### src/dccfb_pkg.sv
package dccfb_pkg;

  // Largest payload a write may carry, in bytes.
  localparam int unsigned MAX_DATA_BYTES = 8;

  localparam logic       REQ_WRITE      = 1'b0;
  localparam logic       REQ_READ       = 1'b1;

  localparam logic [7:0]  HDR_ADDR8      = 8'h80;
  localparam logic [7:0]  HDR_ADDR16     = 8'h88;
  localparam logic [15:0] ADDR8_MAX      = 16'h00FF;
  localparam logic [7:0]  READ_BYTE_MAX  = 8'd127;
  localparam logic [15:0] CRC_POLY       = 16'hA001;

  localparam logic [2:0]  WT_SINGLE_RESP = 3'd0;
  localparam logic [2:0]  WT_LAST_WITH_ID = 3'd3;

  localparam logic [3:0]  LEN_NONE       = 4'd0;
  localparam logic [3:0]  LEN_ONE        = 4'd1;
  localparam logic [3:0]  LEN_SEVEN      = 4'd7;
  localparam logic [3:0]  LEN_LIMIT      = 4'(MAX_DATA_BYTES);
  localparam logic [3:0]  LEN_FULL       = 4'd8;

  // Classified request, as handed from the front to the back.
  typedef struct packed {
    logic        reject;
    logic [7:0]  header;
    logic        has_id;
    logic [7:0]  dev_id;
    logic        addr16;
    logic [15:0] addr;
    logic [3:0]  len;
    logic [63:0] data;   // first payload byte sits in bits 63:56
  } desc_t;

  typedef enum logic [3:0] {
    BK_IDLE,
    BK_HEADER,
    BK_DEVID,
    BK_ADDR_HI,
    BK_ADDR_LO,
    BK_DATA,
    BK_CRC_LO,
    BK_CRC_HI,
    BK_REJECT
  } back_state_e;

  // CRC-16/ARC over one byte, reflected.
  function automatic logic [15:0] crc_arc_byte(input logic [15:0] crc, input logic [7:0] b);
    logic [15:0] c;
    c = crc ^ {8'h00, b};
    for (int k = 0; k < 8; k++) begin
      if (c[0]) begin
        c = (c >> 1) ^ CRC_POLY;
      end else begin
        c = c >> 1;
      end
    end
    return c;
  endfunction

endpackage

### src/dccfb_front.sv
module dccfb_front
  import dccfb_pkg::*;
(
  input  logic        in_valid_i,
  output logic        in_stall_o,
  input  logic        req_type_i,
  input  logic [7:0]  device_id_i,
  input  logic [15:0] reg_address_i,
  input  logic [63:0] write_data_i,
  input  logic [3:0]  data_length_i,
  input  logic [2:0]  write_type_i,
  input  logic [7:0]  return_count_i,
  input  logic        q_full_i,
  output logic        q_push_o,
  output desc_t       q_desc_o
);

  logic [7:0]  read_byte;
  logic [3:0]  len;
  logic [2:0]  wtype;
  logic [63:0] raw_data;
  logic [2:0]  pad_bytes;
  logic        addr16;

  assign in_stall_o = q_full_i;
  assign q_push_o   = in_valid_i && !q_full_i;

  always_comb begin
    read_byte = return_count_i - 8'd1;
    addr16    = reg_address_i > ADDR8_MAX;
    q_desc_o  = '0;

    if (req_type_i == REQ_READ) begin
      len             = LEN_ONE;
      wtype           = WT_SINGLE_RESP;
      raw_data        = {56'd0, read_byte};
      q_desc_o.reject = read_byte > READ_BYTE_MAX;
    end else begin
      len             = data_length_i;
      wtype           = write_type_i;
      raw_data        = write_data_i;
      q_desc_o.reject = (data_length_i == LEN_NONE) || (data_length_i == LEN_SEVEN) ||
                        (data_length_i > LEN_LIMIT);
    end

    // Move the first payload byte to the top of the word.
    pad_bytes = 3'(LEN_FULL - len);

    q_desc_o.header = (addr16 ? HDR_ADDR16 : HDR_ADDR8) | {1'b0, wtype, 4'b0000} |
                      {4'b0000, len};
    q_desc_o.has_id = wtype <= WT_LAST_WITH_ID;
    q_desc_o.dev_id = device_id_i;
    q_desc_o.addr16 = addr16;
    q_desc_o.addr   = reg_address_i;
    q_desc_o.len    = len;
    q_desc_o.data   = raw_data << {pad_bytes, 3'b000};
  end

endmodule

### src/dccfb_fifo.sv
module dccfb_fifo
  import dccfb_pkg::*;
(
  input  logic  clk_i,
  input  logic  rst_ni,
  input  logic  push_i,
  input  desc_t desc_i,
  output logic  full_o,
  input  logic  pop_i,
  output logic  empty_o,
  output desc_t desc_o
);

  desc_t       mem_q [2];
  logic        wr_ptr_q, rd_ptr_q;
  logic [1:0]  count_q, count_d;

  assign full_o  = count_q == 2'd2;
  assign empty_o = count_q == 2'd0;
  assign desc_o  = mem_q[rd_ptr_q];

  always_comb begin
    count_d = count_q;
    if (push_i && !pop_i) begin
      count_d = count_q + 2'd1;
    end else if (pop_i && !push_i) begin
      count_d = count_q - 2'd1;
    end
  end

  always_ff @(posedge clk_i or negedge rst_ni) begin
    if (!rst_ni) begin
      wr_ptr_q <= 1'b0;
      rd_ptr_q <= 1'b0;
      count_q  <= 2'd0;
    end else begin
      count_q <= count_d;
      if (push_i) begin
        wr_ptr_q <= wr_ptr_q + 1'b1;
      end
      if (pop_i) begin
        rd_ptr_q <= rd_ptr_q + 1'b1;
      end
    end
  end

  always_ff @(posedge clk_i) begin
    if (push_i) begin
      mem_q[wr_ptr_q] <= desc_i;
    end
  end

endmodule

### src/dccfb_back.sv
module dccfb_back
  import dccfb_pkg::*;
(
  input  logic        clk_i,
  input  logic        rst_ni,
  input  logic        q_empty_i,
  input  desc_t       q_desc_i,
  output logic        q_pop_o,
  output logic        out_valid_o,
  input  logic        out_stall_i,
  output logic [7:0]  frame_byte_o,
  output logic        last_byte_o,
  output logic        rejected_o
);

  back_state_e state_q, state_d;
  desc_t       cur_q;
  logic [63:0] data_q;
  logic [2:0]  cnt_q;
  logic [15:0] crc_q;
  logic        adv;
  logic        data_done;

  logic        emit;
  logic [7:0]  emit_byte;
  logic        emit_last;
  logic        emit_rej;
  logic        crc_upd;

  logic        out_valid_q;
  logic [7:0]  out_byte_q;
  logic        out_last_q;
  logic        out_rej_q;

  // Output slot is free when empty or being taken.
  assign adv       = !out_valid_q || !out_stall_i;
  assign data_done = ({1'b0, cnt_q} + 4'd1) == cur_q.len;

  always_comb begin
    state_d = state_q;
    unique case (state_q)
      BK_IDLE: begin
        if (!q_empty_i) state_d = q_desc_i.reject ? BK_REJECT : BK_HEADER;
      end
      BK_HEADER: begin
        if (adv) state_d = cur_q.has_id ? BK_DEVID : (cur_q.addr16 ? BK_ADDR_HI : BK_ADDR_LO);
      end
      BK_DEVID: begin
        if (adv) state_d = cur_q.addr16 ? BK_ADDR_HI : BK_ADDR_LO;
      end
      BK_ADDR_HI: begin
        if (adv) state_d = BK_ADDR_LO;
      end
      BK_ADDR_LO: begin
        if (adv) state_d = BK_DATA;
      end
      BK_DATA: begin
        if (adv && data_done) state_d = BK_CRC_LO;
      end
      BK_CRC_LO: begin
        if (adv) state_d = BK_CRC_HI;
      end
      BK_CRC_HI: begin
        if (adv) state_d = BK_IDLE;
      end
      BK_REJECT: begin
        if (adv) state_d = BK_IDLE;
      end
      default: state_d = BK_IDLE;
    endcase
  end

  always_comb begin
    q_pop_o   = 1'b0;
    emit      = 1'b0;
    emit_byte = 8'h00;
    emit_last = 1'b0;
    emit_rej  = 1'b0;
    crc_upd   = 1'b0;
    unique case (state_q)
      BK_IDLE: begin
        q_pop_o = !q_empty_i;
      end
      BK_HEADER: begin
        emit      = 1'b1;
        emit_byte = cur_q.header;
        crc_upd   = 1'b1;
      end
      BK_DEVID: begin
        emit      = 1'b1;
        emit_byte = cur_q.dev_id;
        crc_upd   = 1'b1;
      end
      BK_ADDR_HI: begin
        emit      = 1'b1;
        emit_byte = cur_q.addr[15:8];
        crc_upd   = 1'b1;
      end
      BK_ADDR_LO: begin
        emit      = 1'b1;
        emit_byte = cur_q.addr[7:0];
        crc_upd   = 1'b1;
      end
      BK_DATA: begin
        emit      = 1'b1;
        emit_byte = data_q[63:56];
        crc_upd   = 1'b1;
      end
      BK_CRC_LO: begin
        emit      = 1'b1;
        emit_byte = crc_q[7:0];
      end
      BK_CRC_HI: begin
        emit      = 1'b1;
        emit_byte = crc_q[15:8];
        emit_last = 1'b1;
      end
      BK_REJECT: begin
        emit      = 1'b1;
        emit_last = 1'b1;
        emit_rej  = 1'b1;
      end
      default: begin
        emit = 1'b0;
      end
    endcase
  end

  always_ff @(posedge clk_i or negedge rst_ni) begin
    if (!rst_ni) begin
      state_q     <= BK_IDLE;
      out_valid_q <= 1'b0;
    end else begin
      state_q <= state_d;
      if (adv) begin
        out_valid_q <= emit;
      end
    end
  end

  always_ff @(posedge clk_i) begin
    if (q_pop_o) begin
      cur_q  <= q_desc_i;
      data_q <= q_desc_i.data;
      cnt_q  <= 3'd0;
      crc_q  <= 16'h0000;
    end else if (adv && emit) begin
      if (crc_upd) begin
        crc_q <= crc_arc_byte(crc_q, emit_byte);
      end
      if (state_q == BK_DATA) begin
        data_q <= data_q << 8;
        cnt_q  <= cnt_q + 3'd1;
      end
    end
    if (adv) begin
      out_byte_q <= emit_byte;
      out_last_q <= emit_last;
      out_rej_q  <= emit_rej;
    end
  end

  assign out_valid_o  = out_valid_q;
  assign frame_byte_o = out_byte_q;
  assign last_byte_o  = out_last_q;
  assign rejected_o   = out_rej_q;

endmodule

### src/daisy_chain_command_frame_builder.sv
// Daisy-chain command frame builder.
//
// Input channel: one request per transfer (in_valid_i high, in_stall_o low).
// A request is a register write or a read request; it is checked and
// classified on entry and parked in a two-entry queue.
// Output channel: the frame leaves one byte per transfer: header, optional
// device ID, one or two address bytes, payload bytes, then CRC-16/ARC low
// byte first. last_byte_o marks the final byte. A bad request gives a single
// transfer with rejected_o and last_byte_o high and frame_byte_o zero.
// A frame is 5 to 14 bytes long. The byte sequencer in the back end pulls
// one request from the queue only while idle and then emits one byte per
// cycle while the receiver does not stall; it takes the next request only
// after the last byte of the current frame has gone to the output register.
// Receiver stall: the output register holds its byte; the sequencer waits;
// the queue keeps taking requests until both entries are filled, then
// in_stall_o rises.
// Reset: queue emptied, sequencer idle, no output valid.
module daisy_chain_command_frame_builder
  import dccfb_pkg::*;
(
  input  logic        clk_i,
  input  logic        rst_ni,
  input  logic        in_valid_i,
  output logic        in_stall_o,
  input  logic        req_type_i,
  input  logic [7:0]  device_id_i,
  input  logic [15:0] reg_address_i,
  input  logic [63:0] write_data_i,
  input  logic [3:0]  data_length_i,
  input  logic [2:0]  write_type_i,
  input  logic [7:0]  return_count_i,
  output logic        out_valid_o,
  input  logic        out_stall_i,
  output logic [7:0]  frame_byte_o,
  output logic        last_byte_o,
  output logic        rejected_o
);

  desc_t push_desc;
  desc_t head_desc;
  logic  push;
  logic  pop;
  logic  q_full;
  logic  q_empty;

  // Classify the request and push it on transfer.
  dccfb_front u_front (
    .in_valid_i     (in_valid_i),
    .in_stall_o     (in_stall_o),
    .req_type_i     (req_type_i),
    .device_id_i    (device_id_i),
    .reg_address_i  (reg_address_i),
    .write_data_i   (write_data_i),
    .data_length_i  (data_length_i),
    .write_type_i   (write_type_i),
    .return_count_i (return_count_i),
    .q_full_i       (q_full),
    .q_push_o       (push),
    .q_desc_o       (push_desc)
  );

  // Decouple intake from byte emission.
  dccfb_fifo u_fifo (
    .clk_i   (clk_i),
    .rst_ni  (rst_ni),
    .push_i  (push),
    .desc_i  (push_desc),
    .full_o  (q_full),
    .pop_i   (pop),
    .empty_o (q_empty),
    .desc_o  (head_desc)
  );

  // Sequence the frame bytes and run the CRC.
  dccfb_back u_back (
    .clk_i        (clk_i),
    .rst_ni       (rst_ni),
    .q_empty_i    (q_empty),
    .q_desc_i     (head_desc),
    .q_pop_o      (pop),
    .out_valid_o  (out_valid_o),
    .out_stall_i  (out_stall_i),
    .frame_byte_o (frame_byte_o),
    .last_byte_o  (last_byte_o),
    .rejected_o   (rejected_o)
  );

endmodule

### config.mk
export PLATFORM = sky130hd
export DESIGN_NAME = daisy_chain_command_frame_builder
export DESIGN_NICKNAME = d
export VERILOG_FILES = /design/src/dccfb_pkg.sv /design/src/dccfb_front.sv /design/src/dccfb_fifo.sv /design/src/dccfb_back.sv /design/src/daisy_chain_command_frame_builder.sv
export SDC_FILE = /design/constraint.sdc
export NUM_CORES = 1
export LEC_CHECK = 0
export ABC_AREA = 1
export ABC_CLOCK_PERIOD_IN_PS = 7700
export BUFFER_PORTS_ARGS = -buffer_cell sky130_fd_sc_hd__buf_2
export CAP_MARGIN = 20
export CORE_MARGIN = 4
export CORE_UTILIZATION = 45
export DETAILED_ROUTE_END_ITERATION = 12
export SLEW_MARGIN = 15
export SYNTH_ARGS = -nofsm -noshare
export SYNTH_HDL_FRONTEND = slang
export SYNTH_SLANG_ARGS = --single-unit
### constraint.sdc
create_clock -name clk_i -period 7.7 [get_ports clk_i]
set_input_delay 1.54 -clock clk_i [delete_from_list [all_inputs] [get_ports clk_i]]
set_output_delay 1.54 -clock clk_i [all_outputs]
set_load 0.01 [all_outputs]
==> impl_metrics.yaml <==
run_status:
  status: "finished, final reports clean"
hold_path:
  holdPathEnd: "u_back.crc_q[2]"
  whs_path_depth: 2
  hp-start: "u_back.crc_q[10]"
  min_path_type: "reg -> reg"
yosys:
  yosysTopAreaCell: "edfxtp_1"
  synth_most_common_cell: "nand2_1"
  synthesis.nets: 1546
  ys_warn_count: 0
  async_flop_share_pct: 2.69
  synthFlopType: "edfxtp_1"
  synth_edf_count: 306
  ys_top_cells_by_area: "edfxtp_1, nand2_1, nor2_1"
  synth_area_per_cell_um2: 10.4
  syn_area_mm2: 0.0150
  synth.distinct_cells: 45
  synthCells: 1434
  ys_ff_latch: 334
  synth.top_cell.area_share_pct: 61.5
  synth_seq_area_share_pct: 65.5
  synth_common_cells: "nand2_1, edfxtp_1, nor2_1"
final_layout:
  syn2layout_area_growth_pct: 14.5
  nets: 1644
  seq_area_mm2: 0.00980
  multi_input_area_mm2: 0.00451
  n_fill_cell: 2923
  drive_gt1_share_pct: 14.5
  diodes: 0
  stdcell_count: 1999
timing:
  tightest_slew_ps: 1040
  slew_headroom_pct: 30.6
  fin_crit_sh_pct: 58.1
  max_freq_mhz: 224
  tns_ps: 0
  fin_worst_skew_ps: 22.2
  finalSetupViolations: 0
  finalCriticalPeriod_ps: 4470
  rsz0062_at_grt: "no"
  hold_violations: 0
  drv_slew: 0
floorplan:
  core_area_mm2: 0.0326
  pin_count: 120
  rows: 66
  start_util_pct: 45.8
  chipWidth_um: 190
  die_y_um: 190
  dieArea_mm2: 0.0362
placement:
  gp_congestion: 0.891
  place_hpwl_um: 23700
  port_buffers: 119
  dp_cells: 1934
grt:
  grt_max_degree: 91
  use_met2_pct: 31.4
  grt_overflow_total: 0
  grt_pass1_wl_um: 56300
  use_met3_pct: 3.00
  grt.busiest_layer: "met2"
  met1_usage_pct: 27.6
  grt_pass1_vias: 10225
  grt_use_total_pct: 19.7
  antenna_found_initial: 0
clocking:
  clkSlewWorstSetupHoldPaths_ps: 60
  htree_levels: 2
  postCtsHoldBufs: 0
  cts_made_buffers: 37
  cts_tree: "yes"
  clock_path_buffers: 3
  root_buffer: "clkbuf_16"
  clk_latency_ps: 520
  cts_post_setup_buffers_inserted: 0
  cts_resized: 0
  clock-sinks: 334
critical_path:
  r2r_end: "u_back.data_q[2]"
  r2r-start: "u_back.state_q[2]"
  crit_required_ps: 7840
  rr_worst_depth: 11
  critPathMaxFanout: 43
  arrival_ps: 4610
  startpoint_type: "input pin"
  r2r_setup_slack_ps: 3740
  critPathKind: "in -> reg"
  critPathCaptureType: "flop"
run:
  maxCapViolations: 0
routing:
  drcViolationCount: 0
  drt-pass1-iter-count: 5
  drt_first_iter_violations: 832
  wl_per_cell_um: 18.0
  drt-total-wl_um: 36100
  vias: 10610
  vias_per_cell: 5.31
  ant_nets: 0
power:
  ir_drop_mv: 0.232
  leakagePower_nw: 6.80
  pwr_density_cell_mw_per_mm2: 425
[flip-flops by register name, summed over array words and instances, names as in the netlist, 2 cells and up]
signal               cells
u_back.data_q           64
u_fifo.count_q           2
u_back.crc_q            16
u_back.frame_byte_o      8
u_back.state_q           4
u_fifo.mem_q           198
u_back.cur_q            34
u_back.cnt_q             3
[layout by cell type, fill, tap and decap left out, drive strengths merged, types with 6 or more instances in the layout]
cell type and n:
a22oi 8, o31ai 57, nand3 61, mux2i 7, o21ai 91, xor2 11, dfxtp 19, o22ai 32
o211ai 7, a221oi 11, a21oi 29, nor2 217, inv 90, dfrtp 9, xnor2 6, clkbuf 47
edfxtp 306, clkinv 17, buf 135, nand2 367
[logic make-up after synthesis]
kind of cell	count (synthesis)	synth area share (%)
xor gates and xnor gates	17	0.996
buffers and inverters	169	4.64
AOI/OAI and AO/OA	247	10.6
DFF	334	65.5
adders and majority gates	4	0.335
muxes	7	0.469
and+or+nand+nor	656	17.5
[worst max-delay path: stages]
cell,delay (ps)
buf_2,90
nand2_1,430
inv_1,160
a211oi_1,250
o2111ai_1,130
nand2_1,80
o31ai_1,60
or2_1,290
nor2_4,140
inv_4,180
nand2_2,640
buf_4,560
[final cells by class]
type,instances,share of cell area [%]
clock buffers,47,5.87
clock inverters,17,0.979
inverters,93,2.06
multi-input cells,931,26.3
flip-flops and latches,334,57.2
well taps,442,3.23
repair buffers,135,4.30
[power by group]
| part | internal (W) | leakage (nW) | switching, W |
|---|---|---|---|
| clock network | 0.00102 | 0.584 | 0.000671 |
| registers | 0.00291 | 3.17 | 0.000256 |
| logic | 0.000692 | 3.05 | 0.00171 |
[through the flow]
stage / hold WS, ps / instance area, µm² / util [%] / worst slack, ps / power, W
global route: 512 / 17100 / 52.5 / 2930 / 0.00777
floorplan: 456 / 15000 / - / 1320 / 0.00494
global placement: 473 / 15900 / 48.8 / 2750 / 0.00558
detailed placement: 480 / 15900 / 48.8 / 2670 / 0.00562
finish: 474 / 17100 / 52.5 / 3230 / 0.00727
CTS: 466 / 17100 / 52.4 / 3210 / 0.00734
[how the worst max path moves through the flow]
stage,from,to,slack [ps],cells past startpoint
4_1_cts,out_stall_i,u_back.data_q[48],3210,12
3_3_place_gp,out_stall_i,u_back.data_q[17],2750,12
2_1_floorplan,in_valid_i,u_fifo.mem_q[1][0],1320,2
5_1_grt,out_stall_i,u_back.data_q[48],2930,12
6_report,out_stall_i,u_back.data_q[2],3230,12
3_5_place_dp,out_stall_i,u_back.data_q[1],2670,12
[routing by layer]
layer | vias to the layer above | part of all wire [%]
met2 | 352 | 45
li1 | 5176 | -
met4 | 0 | 3.5
met5 | - | 0
met3 | 63 | 5.9
met1 | 5019 | 45
No activity file was read; power rests on OpenSTA's default activity.
